$ cat src/hdl/bmp_stream_pixel_decoder_core_defines.svh
// ----------------------------------------------------------------------------
// BMP stream pixel decoder: assertion macros
// Shared assertion helpers for the decoder top level. They sample on clk and
// are disabled while rst_n is low.
// ----------------------------------------------------------------------------
`ifndef BMP_STREAM_PIXEL_DECODER_CORE_DEFINES_SVH
`define BMP_STREAM_PIXEL_DECODER_CORE_DEFINES_SVH

// The consequent must hold in the same cycle as the antecedent.
`define BMP_SPD_ASSERT_SAME(label, ante, cons, msg) \
    label: assert property (@(posedge clk) disable iff (!rst_n) (ante) |-> (cons)) \
        else $error(msg);

// The consequent must hold in the cycle after the antecedent.
`define BMP_SPD_ASSERT_NEXT(label, ante, cons, msg) \
    label: assert property (@(posedge clk) disable iff (!rst_n) (ante) |=> (cons)) \
        else $error(msg);

`endif

$ cat src/hdl/bmp_spd_pkg.sv
// ----------------------------------------------------------------------------
// BMP stream pixel decoder package
// Result kinds, output formats, the queued result record and default sizes.
// ----------------------------------------------------------------------------
package bmp_spd_pkg;

    // Default image size limits.
    localparam int DEFAULT_MAX_WIDTH  = 4096;
    localparam int DEFAULT_MAX_HEIGHT = 4096;

    // Depth of the queue between the parser and the output stage.
    localparam int QUEUE_DEPTH = 4;

    // Result kinds.
    localparam logic [1:0] KIND_PIXEL     = 2'd0;
    localparam logic [1:0] KIND_NOT_BMP   = 2'd1;
    localparam logic [1:0] KIND_BAD_DEPTH = 2'd2;
    localparam logic [1:0] KIND_RANGE     = 2'd3;

    // Output pixel formats.
    localparam logic [1:0] FMT_RGB565 = 2'd0;
    localparam logic [1:0] FMT_RGB888 = 2'd1;
    localparam logic [1:0] FMT_XRGB   = 2'd2;

    // One decoded result as it travels from the parser to the output stage.
    typedef struct packed {
        logic [1:0]  kind;
        logic [7:0]  red;
        logic [7:0]  green;
        logic [7:0]  blue;
        logic [11:0] column;
        logic [11:0] row;
        logic        eoi;
    } rec_t;

    // Queue status seen by the parser and the output stage.
    typedef struct packed {
        logic full;
        logic empty;
    } queue_status_t;

endpackage

$ cat src/hdl/bmp_spd_front.sv
// ----------------------------------------------------------------------------
// BMP stream pixel decoder: byte parser
// Takes a byte per cycle (queue not full), parses the header, skips to pixel
// data and row padding, gathers B,G,R triplets, pushes pixel or error records.
// ----------------------------------------------------------------------------
module bmp_spd_front #(
    parameter int MAX_WIDTH  = bmp_spd_pkg::DEFAULT_MAX_WIDTH,
    parameter int MAX_HEIGHT = bmp_spd_pkg::DEFAULT_MAX_HEIGHT
) (
    input  logic                       clk,
    input  logic                       rst_n,
    input  logic                       in_valid,
    output logic                       in_ready,
    input  logic [7:0]                 in_byte,
    input  logic                       in_first,
    input  bmp_spd_pkg::queue_status_t q_status,
    output logic                       push,
    output bmp_spd_pkg::rec_t          push_rec
);
    import bmp_spd_pkg::*;

    localparam int W_W = $clog2(MAX_WIDTH + 1);
    localparam int H_W = $clog2(MAX_HEIGHT + 1);

    localparam logic [1:0] PH_HEADER = 2'd0;
    localparam logic [1:0] PH_DATA   = 2'd1;
    localparam logic [1:0] PH_PAD    = 2'd2;
    localparam logic [1:0] PH_IDLE   = 2'd3;

    localparam logic [31:0] POS_SIG0  = 32'd0;
    localparam logic [31:0] POS_SIG1  = 32'd1;
    localparam logic [31:0] POS_OFF   = 32'd10;
    localparam logic [31:0] POS_WID   = 32'd18;
    localparam logic [31:0] POS_HGT   = 32'd22;
    localparam logic [31:0] POS_DEP   = 32'd28;
    localparam logic [31:0] POS_LAST  = 32'd29;
    localparam logic [7:0]  SIG_B     = 8'h42;
    localparam logic [7:0]  SIG_M     = 8'h4d;
    localparam logic [15:0] DEPTH_24  = 16'd24;

    logic [31:0]    pos_reg, pos_next;
    logic [W_W-1:0] width_reg, width_next;
    logic           width_big_reg, width_big_next;
    logic [H_W-1:0] height_reg, height_next;
    logic           height_big_reg, height_big_next;
    logic [15:0]    depth_reg, depth_next;
    logic [31:0]    offset_reg, offset_next;
    logic [1:0]     phase_reg, phase_next;
    logic [1:0]     bip_reg, bip_next;
    logic [7:0]     blue_reg, blue_next;
    logic [7:0]     green_reg, green_next;
    logic [W_W-1:0] col_reg, col_next;
    logic [H_W-1:0] row_reg, row_next;
    logic [1:0]     pad_reg, pad_next;

    logic           accept;
    logic [31:0]    e_pos;
    logic [1:0]     lane_off, lane_wid, lane_hgt;
    logic [31:0]    sh_off, sh_wid, sh_hgt, sh_dep;
    logic [W_W-1:0] col_inc;
    logic [H_W-1:0] row_inc;

    assign in_ready = !q_status.full;
    assign accept   = in_valid && in_ready;

    // Byte lanes of the little-endian header fields.
    assign e_pos    = in_first ? '0 : pos_reg;
    assign lane_off = 2'(e_pos - POS_OFF);
    assign lane_wid = 2'(e_pos - POS_WID);
    assign lane_hgt = 2'(e_pos - POS_HGT);
    assign sh_off   = 32'(in_byte) << {lane_off, 3'b000};
    assign sh_wid   = 32'(in_byte) << {lane_wid, 3'b000};
    assign sh_hgt   = 32'(in_byte) << {lane_hgt, 3'b000};
    assign sh_dep   = 32'(in_byte) << {e_pos[0], 3'b000};
    assign col_inc  = col_reg + 1'b1;
    assign row_inc  = row_reg + 1'b1;

    // Parser next state; a first byte starts from cleared state.
    always_comb
    begin
        pos_next        = pos_reg;
        width_next      = width_reg;
        width_big_next  = width_big_reg;
        height_next     = height_reg;
        height_big_next = height_big_reg;
        depth_next      = depth_reg;
        offset_next     = offset_reg;
        phase_next      = phase_reg;
        bip_next        = bip_reg;
        blue_next       = blue_reg;
        green_next      = green_reg;
        col_next        = col_reg;
        row_next        = row_reg;
        pad_next        = pad_reg;
        push            = 1'b0;
        push_rec        = '0;
        push_rec.eoi    = 1'b1;
        if (accept)
        begin
            if (in_first)
            begin
                width_next      = '0;
                width_big_next  = 1'b0;
                height_next     = '0;
                height_big_next = 1'b0;
                depth_next      = '0;
                offset_next     = '0;
                phase_next      = PH_HEADER;
                bip_next        = '0;
                blue_next       = '0;
                green_next      = '0;
                col_next        = '0;
                row_next        = '0;
                pad_next        = '0;
            end
            if (e_pos != '1)
            begin
                pos_next = e_pos + 32'd1;
            end
            else
            begin
                pos_next = e_pos;
            end
            case (phase_next)
                PH_HEADER:
                begin
                    if (e_pos >= POS_OFF && e_pos <= POS_OFF + 32'd3)
                    begin
                        offset_next = offset_next | sh_off;
                    end
                    if (e_pos >= POS_WID && e_pos <= POS_WID + 32'd3)
                    begin
                        width_next     = width_next | sh_wid[W_W-1:0];
                        width_big_next = width_big_next || ((sh_wid >> W_W) != '0);
                    end
                    if (e_pos >= POS_HGT && e_pos <= POS_HGT + 32'd3)
                    begin
                        height_next     = height_next | sh_hgt[H_W-1:0];
                        height_big_next = height_big_next || ((sh_hgt >> H_W) != '0);
                    end
                    if (e_pos >= POS_DEP && e_pos <= POS_LAST)
                    begin
                        depth_next = depth_next | sh_dep[15:0];
                    end
                    if ((e_pos == POS_SIG0 && in_byte != SIG_B) ||
                        (e_pos == POS_SIG1 && in_byte != SIG_M))
                    begin
                        push          = 1'b1;
                        push_rec.kind = KIND_NOT_BMP;
                        phase_next    = PH_IDLE;
                    end
                    else if (e_pos == POS_LAST)
                    begin
                        if (depth_next != DEPTH_24)
                        begin
                            push          = 1'b1;
                            push_rec.kind = KIND_BAD_DEPTH;
                            phase_next    = PH_IDLE;
                        end
                        else if (width_next == '0 || width_big_next ||
                                 width_next > W_W'(MAX_WIDTH) ||
                                 height_next == '0 || height_big_next ||
                                 height_next > H_W'(MAX_HEIGHT) ||
                                 offset_next <= POS_LAST)
                        begin
                            push          = 1'b1;
                            push_rec.kind = KIND_RANGE;
                            phase_next    = PH_IDLE;
                        end
                        else
                        begin
                            phase_next = PH_DATA;
                        end
                    end
                end
                PH_DATA:
                begin
                    if (e_pos >= offset_reg)
                    begin
                        case (bip_reg)
                            2'd0:
                            begin
                                blue_next = in_byte;
                                bip_next  = 2'd1;
                            end
                            2'd1:
                            begin
                                green_next = in_byte;
                                bip_next   = 2'd2;
                            end
                            default:
                            begin
                                bip_next        = 2'd0;
                                push            = 1'b1;
                                push_rec.kind   = KIND_PIXEL;
                                push_rec.red    = in_byte;
                                push_rec.green  = green_reg;
                                push_rec.blue   = blue_reg;
                                push_rec.column = 12'(col_reg);
                                push_rec.row    = 12'(height_reg - 1'b1 - row_reg);
                                push_rec.eoi    = 1'b0;
                                col_next        = col_inc;
                                if (col_inc == width_reg)
                                begin
                                    col_next = '0;
                                    row_next = row_inc;
                                    if (row_inc == height_reg)
                                    begin
                                        push_rec.eoi = 1'b1;
                                        phase_next   = PH_IDLE;
                                    end
                                    else
                                    begin
                                        pad_next = width_reg[1:0];
                                        if (width_reg[1:0] != 2'd0)
                                        begin
                                            phase_next = PH_PAD;
                                        end
                                    end
                                end
                            end
                        endcase
                    end
                end
                PH_PAD:
                begin
                    pad_next = pad_reg - 2'd1;
                    if (pad_reg == 2'd1)
                    begin
                        phase_next = PH_DATA;
                    end
                end
                default:
                begin
                    phase_next = PH_IDLE;
                end
            endcase
        end
    end

    // Control state.
    always_ff @(posedge clk or negedge rst_n)
    begin
        if (!rst_n)
        begin
            pos_reg        <= '0;
            width_reg      <= '0;
            width_big_reg  <= 1'b0;
            height_reg     <= '0;
            height_big_reg <= 1'b0;
            depth_reg      <= '0;
            offset_reg     <= '0;
            phase_reg      <= PH_HEADER;
            bip_reg        <= '0;
            col_reg        <= '0;
            row_reg        <= '0;
            pad_reg        <= '0;
        end
        else
        begin
            pos_reg        <= pos_next;
            width_reg      <= width_next;
            width_big_reg  <= width_big_next;
            height_reg     <= height_next;
            height_big_reg <= height_big_next;
            depth_reg      <= depth_next;
            offset_reg     <= offset_next;
            phase_reg      <= phase_next;
            bip_reg        <= bip_next;
            col_reg        <= col_next;
            row_reg        <= row_next;
            pad_reg        <= pad_next;
        end
    end

    // Held color bytes of the pixel in progress.
    always_ff @(posedge clk)
    begin
        blue_reg  <= blue_next;
        green_reg <= green_next;
    end

endmodule

$ cat src/hdl/bmp_spd_fifo.sv
// ----------------------------------------------------------------------------
// BMP stream pixel decoder: result queue
// A short register queue of result records between parser and output stage.
// DEPTH must be a power of two, at least two.
// ----------------------------------------------------------------------------
module bmp_spd_fifo #(
    parameter int DEPTH = bmp_spd_pkg::QUEUE_DEPTH
) (
    input  logic                       clk,
    input  logic                       rst_n,
    input  logic                       push,
    input  bmp_spd_pkg::rec_t          push_rec,
    input  logic                       pop,
    output bmp_spd_pkg::rec_t          head_rec,
    output bmp_spd_pkg::queue_status_t status
);
    import bmp_spd_pkg::*;

    localparam int AW = $clog2(DEPTH);

    rec_t          store_reg [DEPTH];
    logic [AW-1:0] wr_ptr_reg, wr_ptr_next;
    logic [AW-1:0] rd_ptr_reg, rd_ptr_next;
    logic [AW:0]   count_reg, count_next;

    assign status.full  = (count_reg == (AW + 1)'(DEPTH));
    assign status.empty = (count_reg == '0);
    assign head_rec     = store_reg[rd_ptr_reg];

    // Pointer and fill-count update.
    always_comb
    begin
        wr_ptr_next = wr_ptr_reg;
        rd_ptr_next = rd_ptr_reg;
        count_next  = count_reg;
        if (push)
        begin
            wr_ptr_next = wr_ptr_reg + 1'b1;
        end
        if (pop)
        begin
            rd_ptr_next = rd_ptr_reg + 1'b1;
        end
        if (push && !pop)
        begin
            count_next = count_reg + 1'b1;
        end
        else if (pop && !push)
        begin
            count_next = count_reg - 1'b1;
        end
    end

    always_ff @(posedge clk or negedge rst_n)
    begin
        if (!rst_n)
        begin
            wr_ptr_reg <= '0;
            rd_ptr_reg <= '0;
            count_reg  <= '0;
        end
        else
        begin
            wr_ptr_reg <= wr_ptr_next;
            rd_ptr_reg <= rd_ptr_next;
            count_reg  <= count_next;
        end
    end

    // Record storage.
    always_ff @(posedge clk)
    begin
        if (push)
        begin
            store_reg[wr_ptr_reg] <= push_rec;
        end
    end

endmodule

$ cat src/hdl/bmp_spd_back.sv
// ----------------------------------------------------------------------------
// BMP stream pixel decoder: output stage
// Holds the format register, converts queued records to the selected pixel
// format and drives the registered result stream.
// ----------------------------------------------------------------------------
module bmp_spd_back (
    input  logic                       clk,
    input  logic                       rst_n,
    input  logic                       fmt_we,
    input  logic [1:0]                 fmt_wdata,
    input  bmp_spd_pkg::queue_status_t q_status,
    input  bmp_spd_pkg::rec_t          head_rec,
    output logic                       pop,
    output logic                       out_valid,
    input  logic                       out_ready,
    output logic [47:0]                out_data,
    output logic [1:0]                 out_kind,
    output logic                       out_last
);
    import bmp_spd_pkg::*;

    logic [1:0]  fmt_reg;
    logic        valid_reg, valid_next;
    logic [47:0] data_reg;
    logic [1:0]  kind_reg;
    logic        last_reg;
    logic [23:0] pix_value;

    assign pop        = !q_status.empty && (!valid_reg || out_ready);
    assign valid_next = pop || (valid_reg && !out_ready);
    assign out_valid  = valid_reg;
    assign out_data   = data_reg;
    assign out_kind   = kind_reg;
    assign out_last   = last_reg;

    // Pixel format conversion; error records carry zero colors.
    always_comb
    begin
        case (fmt_reg)
            FMT_RGB565:
                pix_value = {8'd0, head_rec.red[7:3], head_rec.green[7:2],
                             head_rec.blue[7:3]};
            default:
                pix_value = {head_rec.red, head_rec.green, head_rec.blue};
        endcase
    end

    always_ff @(posedge clk or negedge rst_n)
    begin
        if (!rst_n)
        begin
            fmt_reg   <= FMT_RGB565;
            valid_reg <= 1'b0;
        end
        else
        begin
            valid_reg <= valid_next;
            if (fmt_we)
            begin
                fmt_reg <= fmt_wdata;
            end
        end
    end

    // Output word register.
    always_ff @(posedge clk)
    begin
        if (pop)
        begin
            data_reg <= {head_rec.row, head_rec.column, pix_value};
            kind_reg <= head_rec.kind;
            last_reg <= head_rec.eoi;
        end
    end

endmodule

$ cat src/hdl/bmp_stream_pixel_decoder_core.sv
// ----------------------------------------------------------------------------
// BMP stream pixel decoder core
// Decodes a 24-bit BMP byte stream into RGB565, packed RGB888 or XRGB pixels.
// ----------------------------------------------------------------------------
// The core takes one file byte per clock cycle (s_tuser[0] high marks the
// first byte of a new file) and gives at most one result word per byte: a
// pixel with its column and top-down row, or an error word that ends the
// file. The byte parser keeps up with the input at one word per cycle; its
// results pass through a four-word queue to a registered output stage: a
// result goes into the queue, then into the output register, and only then
// is offered on the master side. Input is refused only while the queue is
// full. out_format should be written only while no file is being decoded.
`include "bmp_stream_pixel_decoder_core_defines.svh"

module bmp_stream_pixel_decoder_core #(
    parameter int MAX_WIDTH  = bmp_spd_pkg::DEFAULT_MAX_WIDTH,
    parameter int MAX_HEIGHT = bmp_spd_pkg::DEFAULT_MAX_HEIGHT
) (
    input  logic        clk,
    input  logic        rst_n,
    // Configuration.
    input  logic        out_format_we,
    input  logic [1:0]  out_format_wdata,
    // Byte input.
    input  logic        s_tvalid,
    output logic        s_tready,
    input  logic [7:0]  s_tdata,   // [7:0] file_byte
    input  logic [0:0]  s_tuser,   // [0] first_byte
    // Result output.
    output logic        m_tvalid,
    input  logic        m_tready,
    output logic [47:0] m_tdata,   // [23:0] pixel_value, [35:24] pixel_column,
                                   // [47:36] pixel_row
    output logic [1:0]  m_tuser,   // [1:0] result_kind
    output logic        m_tlast    // end_of_image
);
    import bmp_spd_pkg::*;

    queue_status_t q_status;
    logic          push;
    logic          pop;
    rec_t          push_rec;
    rec_t          head_rec;

    // Byte parser.
    bmp_spd_front #(
        .MAX_WIDTH  (MAX_WIDTH),
        .MAX_HEIGHT (MAX_HEIGHT)
    ) u_front (
        .clk      (clk),
        .rst_n    (rst_n),
        .in_valid (s_tvalid),
        .in_ready (s_tready),
        .in_byte  (s_tdata),
        .in_first (s_tuser[0]),
        .q_status (q_status),
        .push     (push),
        .push_rec (push_rec)
    );

    // Result queue.
    bmp_spd_fifo #(
        .DEPTH (QUEUE_DEPTH)
    ) u_fifo (
        .clk      (clk),
        .rst_n    (rst_n),
        .push     (push),
        .push_rec (push_rec),
        .pop      (pop),
        .head_rec (head_rec),
        .status   (q_status)
    );

    // Output stage.
    bmp_spd_back u_back (
        .clk       (clk),
        .rst_n     (rst_n),
        .fmt_we    (out_format_we),
        .fmt_wdata (out_format_wdata),
        .q_status  (q_status),
        .head_rec  (head_rec),
        .pop       (pop),
        .out_valid (m_tvalid),
        .out_ready (m_tready),
        .out_data  (m_tdata),
        .out_kind  (m_tuser),
        .out_last  (m_tlast)
    );

    // Checks.
    `BMP_SPD_ASSERT_SAME(a_no_push_when_full, push, !q_status.full,
        "result pushed into a full queue")
    `BMP_SPD_ASSERT_SAME(a_no_pop_when_empty, pop, !q_status.empty,
        "result popped from an empty queue")
    `BMP_SPD_ASSERT_SAME(a_error_word_shape, m_tvalid && m_tuser != KIND_PIXEL,
        m_tlast && m_tdata == '0, "error word must be zero and end the image")
    `BMP_SPD_ASSERT_NEXT(a_error_enters_idle, push && push_rec.kind != KIND_PIXEL,
        !push || s_tuser[0], "parser produced a result right after an error")

endmodule
$ cat config.mk
export PLATFORM = sky130hd
export DESIGN_NAME = bmp_stream_pixel_decoder_core
export DESIGN_NICKNAME = d
export VERILOG_FILES = /design/src/hdl/bmp_spd_pkg.sv /design/src/hdl/bmp_spd_front.sv /design/src/hdl/bmp_spd_fifo.sv /design/src/hdl/bmp_spd_back.sv /design/src/hdl/bmp_stream_pixel_decoder_core.sv
export VERILOG_INCLUDE_DIRS = /design/src /design/src/hdl
export SDC_FILE = /design/constraint.sdc
export NUM_CORES = 1
export LEC_CHECK = 0
export ABC_AREA = 0
export BUFFER_PORTS_ARGS = -buffer_cell sky130_fd_sc_hd__buf_2
export CORE_ASPECT_RATIO = 0.6
export CORE_MARGIN = 3
export CORE_UTILIZATION = 53
export DETAILED_ROUTE_END_ITERATION = 10
export PLACE_DENSITY = 0.72
export SKIP_CTS_REPAIR_TIMING = 1
export SYNTH_ARGS = -nofsm -noshare
export SYNTH_HDL_FRONTEND = slang
export SYNTH_SLANG_ARGS = --single-unit
$ cat constraint.sdc
create_clock -name clk -period 4.7 [get_ports clk]
set_clock_uncertainty 0.2 [all_clocks]
set_input_delay 0.47 -clock clk [delete_from_list [all_inputs] [get_ports clk]]
set_output_delay 0.47 -clock clk [all_outputs]
set_load 0.005 [all_outputs]
==> metrics.md, run 1 <==
| Metric | Value |
|---|---|
| Root Driver | `clkbuf_16` |
| Crit path kind | `reg2reg` |
| Nets | `1,695` |
| Detail Placement HPWL | `32,140 µm` |
| Synth area leaders | `edfxtp_1, dfrtp_1, mux4_2, ha_1, mux2_2` |
| Vias in the first global route | `12,857` |
| Die Wd | `257.5 µm` |
| Final Hold Viols | `0` |
| Die Y | `156.9 µm` |
| Post-synthesis net count | `1,615` |
| Sequential-to-total area share from yosys stat | `59.14%` |
| Area Growth Syn to Fin | `12.00%` |
| Net Sw Frac | `27.87%` |
| Internal power | `7.343 mW` |
| Crit path time final | `4.552 ns` |
| Row cnt | `54` |
| Final Setup Violations | `0` |
| Unique masters post-synth | `87` |
| TNS Setup | `0 ns` |
| Leading area contributor after synthesis | `edfxtp_1` |
| Hold Crit Class | `in2reg` |
| Global-route wire length before repair | `74,640 µm` |
| Wirelength per Cell | `22.17 µm` |
| CTS max path bufs | `3` |
| DRT Wirelength | `47,830 µm` |
| Clock share of power | `30.9%` |
| Seq cells post-synth | `421` |
| Num CTS Buffers | `40` |
| Crit path arrival time | `4.81 ns` |
| Worst-Skew Late Latency | `0.55 ns` |
| GRT Resource Usage Total | `23.67%` |
| EDFF count, synth | `271` |
| Post-route ant nets | `0` |
| Slew HR | `15.18%` |
| Post-layout util | `61.05%` |
| Ys async rst share | `35.63%` |
| Critical path capture point type | `flop` |
| Synth warn | `0` |
| P_leak | `8.361 nW` |
| Reg clk slew, reported paths | `0.06 ns` |
| ANT cells | `0` |
| Total Power | `10.18 mW` |
| Share of layout cells above drive strength 1 | `17.60%` |
| Area share of the largest cell type after synthesis | `40.47%` |
| Max Cap Viol | `0` |
| # DRC | `0` |
| Pwr Density | `452.0 mW/mm²` |
| CP max FO | `7` |
| Die area | `0.04039 mm²` |
| VDD IR max | `368.7 µV` |
| Avg Inst Size Synth | `13.05 µm²` |
| Seq pwr share | `48.3%` |
| Syn Inst Count | `1,541` |
| Critical Path Source Type | `flop` |
| CTS tree | `done` |
| RePlAce Congestion | `0.9647` |
| First DRT Iteration DRCs | `1,474` |
| Clock sink count | `421` |
| Num ports | `69` |
| CORE AREA | `0.03689 mm²` |
| Status | `finished, final reports clean` |
| Vias | `13,323` |
| Port Buffers | `68` |
| Sw power | `2.837 mW` |
| Vias per std cell | `6.177` |
| Initial Util | `54.51%` |
| Mapped Area | `0.02011 mm²` |
| Grt total ovfl | `0` |
| RSZ-0062 raised after global routing | `false` |
| Critical Path RT | `4.96 ns` |
| Logic pwr share | `20.8%` |
| Max Fclk | `0.2197 GHz` |
| Htree depth | `2` |
| Initial DRT Pass Iterations | `5` |
| Final Slew Violations | `0` |
| Largest net degree at the start of global routing | `87` |
| Final worst-path cycle share | `96.84%` |
| Initial antenna violation count | `0` |
| Worst-margin pin slew | `1.268 ns` |
| Top_reg_cell synth | `edfxtp_1` |
| Max reg flops | `204` |
critical path, stage by stage (launching register included):
cell	delay (ns)
dfrtp_1	0.41
nor4_1	0.49
nand4_1	0.35
nor2_1	0.56
buf_4	0.26
nand3_1	0.07
a31oi_1	0.20
o21ai_0	0.18
and3_1	0.25
a211oi_4	0.37
ha_2	0.27
inv_1	0.05
fa_1	0.37
xor2_1	0.17
nor2_1	0.11
xor2_1	0.15
final timing paths:
path / startpoint / endpoint / slack (ns) / cells past startpoint
setup / recovery: u_front.pos_reg[30] / u_fifo.count_reg[2] / 0.15 / 15
max in group asynchronous: rst_n / u_front.depth_reg[12] / 3.06 / 3
min in group asynchronous: rst_n / u_front.row_reg[6] / 0.30 / 2
hold / removal: s_tdata[6] / u_front.width_reg[6] / 0.21 / 2
hold reg to reg: u_fifo.count_reg[2] / u_fifo.count_reg[2] / 0.30 / 1
setup reg to reg: u_front.pos_reg[30] / u_fifo.count_reg[2] / 0.15 / 15
stage by stage:
step / cells / area [µm²] / setup slack (ns) / hold slack [ns]
6_report: 2157 / 22520 / 0.1483 / 0.2132
5_1_grt: 2157 / 22520 / 0.09909 / 0.1908
4_1_cts: 2151 / 22460 / 0.3793 / -0.2585
3_5_place_dp: 2077 / 21190 / 0.1244 / 0.2838
3_3_place_gp: 2077 / 21190 / 0.3505 / 0.2721
2_1_floorplan: 1541 / 20140 / 0.01573 / -0.02559
synthesized netlist by cell type, types with 16 or more instances:
library cell	instances
mux2_2	38
xor2_1	35
xnor2_1	47
dfrtp_1	150
nand2_1	102
nor2b_1	58
ha_1	56
o21ai_0	46
mux4_2	51
and2_1	58
nor4_1	28
nor2_1	63
nand4_1	17
and3_1	16
buf_2	17
a22o_1	41
edfxtp_1	271
inv_1	75
nor3_1	25
clkbuf_1	54
a21oi_1	34
a32o_1	34
nand3_1	42
per-layer routing:
layer	global-route usage (%)	part of all wire, %	vias to the layer above
li1	-	-	5958
met1	36.01	46	6680
met2	34.68	43	625
met3	6.227	10	60
met4	4.422	1.4	0
met5	0	0	-
power by group through the flow:
stage	Clock, mW	Combinational (mW)	Sequential [mW]
floorplan	0	1.46	4.81
global placement	0	2.07	4.97
detailed placement	0	2.12	4.99
CTS	3.21	2.12	4.92
global route	3.36	2.29	4.98
finish	3.15	2.11	4.91
cells in the final DEF, fill, tap and decap left out, types with 16 or more instances in the layout:
cell,Yosys,final
nor2b_1,58,58
buf_2,17,67
inv_1,75,75
buf_4,1,41
xnor2_1,47,47
a32o_1,34,34
nor4_1,28,28
and3_1,16,16
and2_1,58,54
mux4_2,51,51
clkbuf_16,0,42
ha_1,56,55
nand3_1,42,42
edfxtp_1,271,271
nand2_1,102,101
mux2_2,38,38
xor2_1,35,35
o21ai_0,46,46
dfrtp_1,150,148
nor2_1,63,62
a21oi_1,34,33
a22o_1,41,41
nor3_1,25,24
nand4_1,17,17
area by class of cell:
type / instances / area [µm²]
inverter: 78 / 292.8
sequential: 421 / 11900
clock inverter: 23 / 168.9
fill: 2813 / 14370
timing repair buffer: 120 / 814.5
multi-input combinational: 960 / 7622
clock buffer: 51 / 1095
tap: 504 / 630.6
cells by family (layout without fill, tap and decap cells):
family	after synthesis	count (layout)	share of synthesized area, %
AND/OR/NAND/NOR	463	463	12.65
buffers and inverters	160	272	3.148
flip-flops	421	421	59.14
adder cells (fa/ha/maj)	59	59	3.733
AO/OA/AOI/OAI	262	262	9.645
multiplexers	94	94	8.114
XOR/XNOR	82	82	3.572
Power figures use the tool's default switching activity.
==> inputs of run 2 (changes only) <==
--- a/config.mk
+++ b/config.mk
@@ -6,12 +6,13 @@
 export SDC_FILE = /design/constraint.sdc
 export NUM_CORES = 1
 export LEC_CHECK = 0
-export ABC_AREA = 0
+export ABC_AREA = 1
 export BUFFER_PORTS_ARGS = -buffer_cell sky130_fd_sc_hd__buf_2
 export CORE_ASPECT_RATIO = 0.6
 export CORE_MARGIN = 3
 export CORE_UTILIZATION = 53
 export DETAILED_ROUTE_END_ITERATION = 10
+export GPL_TIMING_DRIVEN = 0
 export PLACE_DENSITY = 0.72
 export SKIP_CTS_REPAIR_TIMING = 1
 export SYNTH_ARGS = -nofsm -noshare
==> run 2 against run 1 <==
Effect of this change:
- register-to-register slack better by 0.05 ns
- highest routed layer unchanged
- fmax hardly changed
- setup slack got worse by 0.0026 ns
- synthesized area increased by 4.2%
==> metrics.md, run 2 <==
| Metric | Value |
|---|---|
| GRT Resource Usage Total | `28.45% (+4.8 points)` |
| Hold Crit Class | `in2reg` |
| Hold slack | `0.006898 ns (-0.2063 ns)` |
| R2r endpoint | `u_fifo.count_reg[1]` |
| Critical path capture point type | `flop` |
| Most frequent cells in the layout | `nand2_1, edfxtp_1, nor2_1` |
| CTS max path bufs | `3 (unchanged)` |
| CTS tree | `done` |
| Crit path kind | `in2reg` |
| Seq cells post-synth | `421 (unchanged)` |
| Area Growth Syn to Fin | `13.20%` |
| Max Fclk | `0.2196 GHz (about the same)` |
| Final Hold Viols | `0 (unchanged)` |
| Place WS | `-1.974 ns (-2.099 ns)` |
| Port Buffers | `68 (unchanged)` |
| EDFF count, synth | `271 (unchanged)` |
| Critical Path Source Type | `input port` |
| P_leak | `9.805 nW (+17%)` |
| Area share of the largest cell type after synthesis | `38.84% (-1.6 points)` |
| Worst-margin pin slew | `0.9596 ns (-0.3081 ns)` |
| Worst Hold End | `u_back.out_valid` |
| Num CTS Buffers | `40 (unchanged)` |
| Slew HR | `36.03% (+21 points)` |
| Max Cap Viol | `0 (unchanged)` |
| Vias per std cell | `5.932 (-4.0%)` |
| Flop-to-flop setup slack | `0.20 ns (+0.05 ns)` |
| Final Slew Violations | `0 (unchanged)` |
| Critical Path RT | `4.93 ns (-0.03 ns)` |
| Vias in the first global route | `15,951 (+24%)` |
| ANT cells | `0 (unchanged)` |
| Avg Inst Size Synth | `9.580 µm² (-27%)` |
| Initial antenna violation count | `0 (unchanged)` |
| Unique masters post-synth | `54 (-38%)` |
| Post-Place Cells | `2,777 (+34%)` |
| Clock sink count | `421 (unchanged)` |
| Global-route wire length before repair | `93,180 µm (+25%)` |
| Top-count cell post-synth | `nand2_1` |
| Post-synthesis net count | `2,261 (+40%)` |
| Initial DRT Pass Iterations | `6 (+1)` |
| Initial Util | `54.66% (+0.15 points)` |
| Nets | `2,392 (+41%)` |
| Sequential-to-total area share from yosys stat | `56.76% (-2.4 points)` |
| Crit path time final | `4.554 ns (+0.002599 ns)` |
| CP max FO | `19 (+12)` |
| Reg clk slew, reported paths | `0.06 ns (about the same)` |
| VDD IR max | `294.5 µV (-20%)` |
| Root Driver | `clkbuf_16` |
| Commonest cells in the synthesized netlist | `nand2_1, nor2_1, edfxtp_1` |
| CORE AREA | `0.03833 mm² (+3.9%)` |
| Wirelength per Cell | `21.25 µm (-4.2%)` |
| Top_reg_cell synth | `edfxtp_1` |
| Share of layout cells above drive strength 1 | `10.35% (-7.3 points)` |
| # DRC | `0 (unchanged)` |
| Post-route ant nets | `0 (unchanged)` |
| Grt total ovfl | `0 (unchanged)` |
| Final Setup Violations | `0 (unchanged)` |
| R2R Path Start | `u_front.pos_reg[0]` |
| Crit path arrival time | `4.78 ns (-0.03 ns)` |
| Pwr Density | `501.8 mW/mm² (+11%)` |
| Commonest non-fill, non-tap cell in the layout | `nand2_1` |
| Final std cells w/o fill | `2,860 (+33%)` |
| Hold Path Stages | `4 (+2)` |
| Hold Crit Start | `m_tready` |
| Htree depth | `2 (unchanged)` |
| Detail Placement HPWL | `44,330 µm (+38%)` |
| Ys async rst share | `35.63% (unchanged)` |
| Num ports | `69 (unchanged)` |
| Die Wd | `262.7 µm (+2.0%)` |
| Syn Inst Count | `2,187 (+42%)` |
| Final Worst Setup Slack | `0.1457 ns (-0.002599 ns)` |
| Final worst-path cycle share | `96.90% (about the same)` |
| Synth area leaders | `edfxtp_1, dfrtp_1, nand2_1, nor2_1, o21ai_0` |
| Status | `finished, final reports clean` |
| Worst-Skew Late Latency | `0.56 ns (about the same)` |
| Fill cells | `3,165 (+13%)` |
| Row cnt | `55 (+1.9%)` |
| Die area | `0.04203 mm² (+4.1%)` |
| Reg2Reg Depth | `24 (+9)` |
| Leading area contributor after synthesis | `edfxtp_1` |
| First DRT Iteration DRCs | `2,258 (+53%)` |
| DRT Wirelength | `60,780 µm (+27%)` |
| Die Y | `160.0 µm (+2.0%)` |
| RePlAce Congestion | `1.003 (+4.0%)` |
| Mapped Area | `0.02095 mm² (+4.2%)` |
| Vias | `16,966 (+27%)` |
| Synth warn | `0 (unchanged)` |
| Max reg flops | `204 (unchanged)` |
| Largest net degree at the start of global routing | `94 (+8.0%)` |
## run 2: cell type report
cell class                 count  area [µm²]  area share [%]
timing repair buffer          90       654.4           2.759
buffer                        87       441.7           1.862
sequential                   421       11890           50.14
clock inverter                19       212.7          0.8968
clock buffer                  52        1097           4.627
tap                          513       641.9           2.706
inverter                     268        1011           4.263
multi-input combinational   1410        7767           32.75
## run 2: worst max-delay path, cell delays in order
cell and delay [ns]:
buf_2 0.12, inv_4 0.11, buf_6 0.19, buf_6 0.17, buf_6 0.19, buf_12 0.19
buf_6 0.19, nand2_1 0.08, inv_1 0.06, ha_1 0.24, a21oi_2 0.22, o21ai_0 0.12
nand2_1 0.07, o211ai_1 0.12, a21oi_2 0.29, nand3_4 0.18, nand2_2 0.16, inv_4 0.08
nand2_2 0.15, nand2_2 0.11, nand2_4 0.15, inv_1 0.06, ha_1 0.19, inv_1 0.13
fa_1 0.44, mux2_2 0.27
## run 2: where the power goes
group	switching [mW]	internal [mW]	total, mW
clock	1.43	1.88	3.31
sequential	0.237	4.76	5.00
combinational	2.52	1.07	3.60
## run 2: worst max-delay path by stage
stage	startpoint	end	slack, ns	cells past startpoint
floorplan	s_tuser	u_fifo.store_reg[0][0]	-0.39	21
global placement	s_tuser	u_fifo.store_reg[0][46]	-3.16	22
detailed placement	s_tuser	u_fifo.count_reg[1]	-1.97	27
CTS	s_tuser	u_fifo.count_reg[1]	-1.40	27
global route	u_front.pos_reg[1]	u_fifo.store_reg[2][32]	-0.02	24
finish	s_tuser	u_fifo.count_reg[1]	0.15	26
## run 2: cells by family (layout without fill, tap and decap cells)
logic type / after synthesis / after routing / share of synthesized area, %
xor gates and xnor gates: 62 / 62 / 2.592
and+or+nand+nor: 861 / 861 / 17.81
muxes: 15 / 15 / 0.7405
DFF: 421 / 421 / 56.76
adders and majority gates: 58 / 58 / 3.535
AOI/OAI and AO/OA: 414 / 414 / 11.87
buffers and inverters: 356 / 516 / 6.689
## run 2: through the flow
step                      area (µm²)  setup TNS (ns)  utilization, %  power [mW]
final                          23720               0           61.88       11.90
after global routing           23720         -0.5079           61.88       12.49
after CTS                      23490         -375.56           61.28       11.81
after detailed placement       22180         -634.58           57.86       8.510
after global placement         21940         -942.35           57.25       8.349
after floorplan                20960          -79.99               -       7.090
## run 2: layer usage
layer / GRT usage (%) / vias to the layer above / part of all wire (%) / wire length (µm)
li1: - / 7767 / - / -
met1: 44.39 / 8211 / 45 / 27390
met2: 38.28 / 894 / 40 / 24250
met3: 9.686 / 94 / 13 / 8133
met4: 5.586 / 0 / 1.6 / 1001
met5: 0 / - / 0 / 0
==> inputs of run 3 (changes only) <==
--- a/config.mk
+++ b/config.mk
@@ -8,11 +8,13 @@
 export LEC_CHECK = 0
 export ABC_AREA = 1
 export BUFFER_PORTS_ARGS = -buffer_cell sky130_fd_sc_hd__buf_2
+export CAP_MARGIN = 20
 export CORE_ASPECT_RATIO = 0.6
 export CORE_MARGIN = 3
 export CORE_UTILIZATION = 53
 export DETAILED_ROUTE_END_ITERATION = 10
 export GPL_TIMING_DRIVEN = 0
+export HOLD_SLACK_MARGIN = 0.06
 export PLACE_DENSITY = 0.72
 export SKIP_CTS_REPAIR_TIMING = 1
 export SYNTH_ARGS = -nofsm -noshare
==> run 3 against run 2 <==
Effect of this change:
- the flow now finishes with violations (negative setup slack)
- combinational power hardly changed
- largest power group unchanged
- clock power hardly changed
- fmax is 3.2% lower
- sequential power hardly changed
- sequential share of layout area is 0.11 points higher
- non-clock buffer count is 5 lower
- first-iteration DRC count is 1.2% higher
- global-route usage hardly changed
- setup slack worse by 0.15 ns
- core utilization is 0.13 points lower
- register-to-register slack worse by 0.09 ns
==> metrics.md, run 3 (synthesized netlist as in run 2, its figures left out) <==
| Metric | Value |
|---|---|
| Nets | `2,388 (-0.17%)` |
| Pwr Density | `503.0 mW/mm² (+0.23%)` |
| Area after DPL | `0.02218 mm² (about the same)` |
| Fill cells | `3,160 (-0.16%)` |
| Max Fclk | `0.2125 GHz (-3.2%)` |
| Post-route ant nets | `0 (unchanged)` |
| RSZ-0062 raised after global routing | `true` |
| Seq pwr share | `42.0% (about the same)` |
| Reg2Reg Depth | `22 (-8.3%)` |
| Wirelength per Cell | `21.29 µm (+0.17%)` |
| Final worst-path cycle share | `100.1% (+3.2 points)` |
| Most frequent cells in the layout | `nand2_1, edfxtp_1, nor2_1` |
| Share of layout cells above drive strength 1 | `10.15% (-0.20 points)` |
| Multi-input gate area | `0.007761 mm² (about the same)` |
| Internal power | `7.687 mW (-0.28%)` |
| Area Growth Syn to Fin | `12.96%` |
| Worst-Skew Late Latency | `0.55 ns (about the same)` |
| Crit path time final | `4.705 ns (+0.1506 ns)` |
| Worst Path Buf+Inv | `10 (-1)` |
| Logic pwr share | `30.2% (about the same)` |
| Initial antenna violation count | `1 (+1)` |
| Row cnt | `55 (unchanged)` |
| Detail Placement HPWL | `44,380 µm (+0.10%)` |
| Failing checks | `negative setup slack` |
| Root Driver | `clkbuf_16` |
| Initial DRT Pass Iterations | `6 (unchanged)` |
| Initial Util | `54.66% (unchanged)` |
| Port Buffers | `68 (unchanged)` |
| R2r endpoint | `u_fifo.store_reg[2][47]` |
| Die Wd | `262.7 µm (unchanged)` |
| Die area | `0.04203 mm² (unchanged)` |
| R2R Path Start | `u_front.pos_reg[1]` |
| Final Worst Setup Slack | `-0.004878 ns (-0.1506 ns)` |
| CP endpoint | `u_fifo.store_reg[2][47]` |
| Num CTS Buffers | `40 (unchanged)` |
| Critical Path Source Type | `input port` |
| VDD IR max | `330.2 µV (+12%)` |
| Status | `complete, but fails checks` |
| CP Depth | `22 (-15%)` |
| # DRC | `0 (unchanged)` |
| Worst-margin pin slew | `0.9085 ns (-0.05112 ns)` |
| Largest stage delay, worst path | `0.69 ns (+0.25 ns)` |
| Die Y | `160.0 µm (unchanged)` |
| Worst path most repeated cell | `buf_6` |
| Final Hold Viols | `0 (unchanged)` |
| Crit path arrival time | `4.74 ns (-0.04 ns)` |
| Htree depth | `2 (unchanged)` |
| Vias | `16,934 (-0.19%)` |
| CP delay by family, top | `simple AND/OR/NAND/NOR gates` |
| Num ports | `69 (unchanged)` |
| Register Area | `0.01189 mm² (unchanged)` |
| Clock sink count | `421 (unchanged)` |
| CTS tree | `done` |
| Slew HR | `39.44% (+3.4 points)` |
| DRT Wirelength | `60,860 µm (+0.14%)` |
| Commonest non-fill, non-tap cell in the layout | `nand2_1` |
| Design area | `0.02367 mm² (-0.22%)` |
| CTS max path bufs | `3 (unchanged)` |
| Net Sw Frac | `35.42% (+0.19 points)` |
| Max Cap Viol | `0 (unchanged)` |
| Critical Path RT | `4.74 ns (-0.19 ns)` |
| Sw power | `4.216 mW (+0.55%)` |
| CP startpoint | `s_tuser` |
| Hold Crit Class | `in2reg` |
| Max reg flops | `204 (unchanged)` |
| Vias in the first global route | `15,909 (-0.26%)` |
| CP cell instances | `buf_2, inv_2, buf_6, buf_6, buf_6, buf_8, buf_6, nand2_1, inv_1, ha_1, nand2_1, nor3_2, and3_2, nand4_1, nand3_4, nand2_2, inv_2, nand2_2, nand2_2, nand2_8, nor2_4, buf_12` |
| P_leak | `9.773 nW (-0.32%)` |
| CP max FO | `28 (+9)` |
| Flop-to-flop setup slack | `0.11 ns (-0.09 ns)` |
| GRT Resource Usage Total | `28.42% (about the same)` |
| Vias per std cell | `5.923 (-0.15%)` |
| RePlAce Congestion | `1.003 (unchanged)` |
| CORE AREA | `0.03833 mm² (unchanged)` |
| Largest net degree at the start of global routing | `94 (unchanged)` |
| Final Setup Violations | `11 (+11)` |
| TNS Setup | `-0.03047 ns (-0.03047 ns)` |
| Clock share of power | `27.8% (about the same)` |
| First DRT Iteration DRCs | `2,285 (+1.2%)` |
| Grt total ovfl | `0 (unchanged)` |
| Final Slew Violations | `0 (unchanged)` |
| Slowest-stage cell, CP | `nor2_4` |
| Reg clk slew, reported paths | `0.06 ns (about the same)` |
| Critical path capture point type | `flop` |
| Crit path kind | `in2reg` |
| Global-route wire length before repair | `93,100 µm (about the same)` |
==> run 3: cell count changes in the layout (fill, tap and decap cells not counted), moves of 2 or more <==
cell      previous run  this run
clkinv_1             8         6
buf_2               70        72
buf_4                8         0
inv_2               14        16
inv_4                2         0
clkinv_2             5         7
==> run 3: cell type report <==
cell class,instances,share of cell area (%)
well taps,513,2.712
clock inverters,20,0.9411
diodes,1,0.01057
multi-input cells,1411,32.79
clock buffers,53,4.605
plain buffers,87,1.835
flip-flops and latches,421,50.25
inverters,268,4.251
repair buffers,85,2.606
==> run 3: stage by stage <==
step                      hold WS, ns  setup WS (ns)  cells  util (%)  total power, mW
after floorplan              -0.02559        -0.3921   2187         -            7.090
after CTS                     -0.2761         -1.359   2851     61.30            11.81
final                          0.1737      -0.004878   2859     61.74            11.90
after detailed placement       0.2726         -1.950   2778     57.88            8.511
after global placement         0.2625         -3.157   2768     57.25            8.349
after global routing           0.1742       -0.09004   2859     61.74            12.49
==> run 3: worst min-delay path by stage <==
stage,start,to,cells past startpoint
2_1_floorplan,rst_n,u_back.fmt_reg[0],0
3_3_place_gp,u_front.height_big_reg,u_front.height_big_reg,2
3_5_place_dp,u_front.width_big_reg,u_front.width_big_reg,2
4_1_cts,rst_n,u_fifo.count_reg[2],1
5_1_grt,s_tdata[5],u_front.depth_reg[5],3
6_report,s_tdata[5],u_front.depth_reg[5],3
==> run 3: power groups by stage <==
stage / Clock [mW] / Combinational, mW / Sequential [mW]
4_1_cts: 3.34 / 3.48 / 4.99
2_1_floorplan: 0 / 2.02 / 5.07
6_report: 3.31 / 3.60 / 5.00
3_5_place_dp: 0 / 3.45 / 5.06
5_1_grt: 3.50 / 3.94 / 5.06
3_3_place_gp: 0 / 3.28 / 5.07
==> run 3: tightest hold or removal path: cells and delay by family <==
| family | cells | cell delay (ns) |
|---|---|---|
| buffers and inverters | 1 | 0.16 |
| AO/OA/AOI/OAI | 1 | 0.10 |
| AND/OR/NAND/NOR | 1 | 0.13 |
==> run 3: layer usage <==
| metal | GRT usage [%] | routed length (µm) |
|---|---|---|
| met1 | 44.80 | 27820 |
| met2 | 37.82 | 24060 |
| met3 | 9.409 | 7915 |
| met4 | 5.561 | 1021 |
| met5 | 1.126 | 53 |
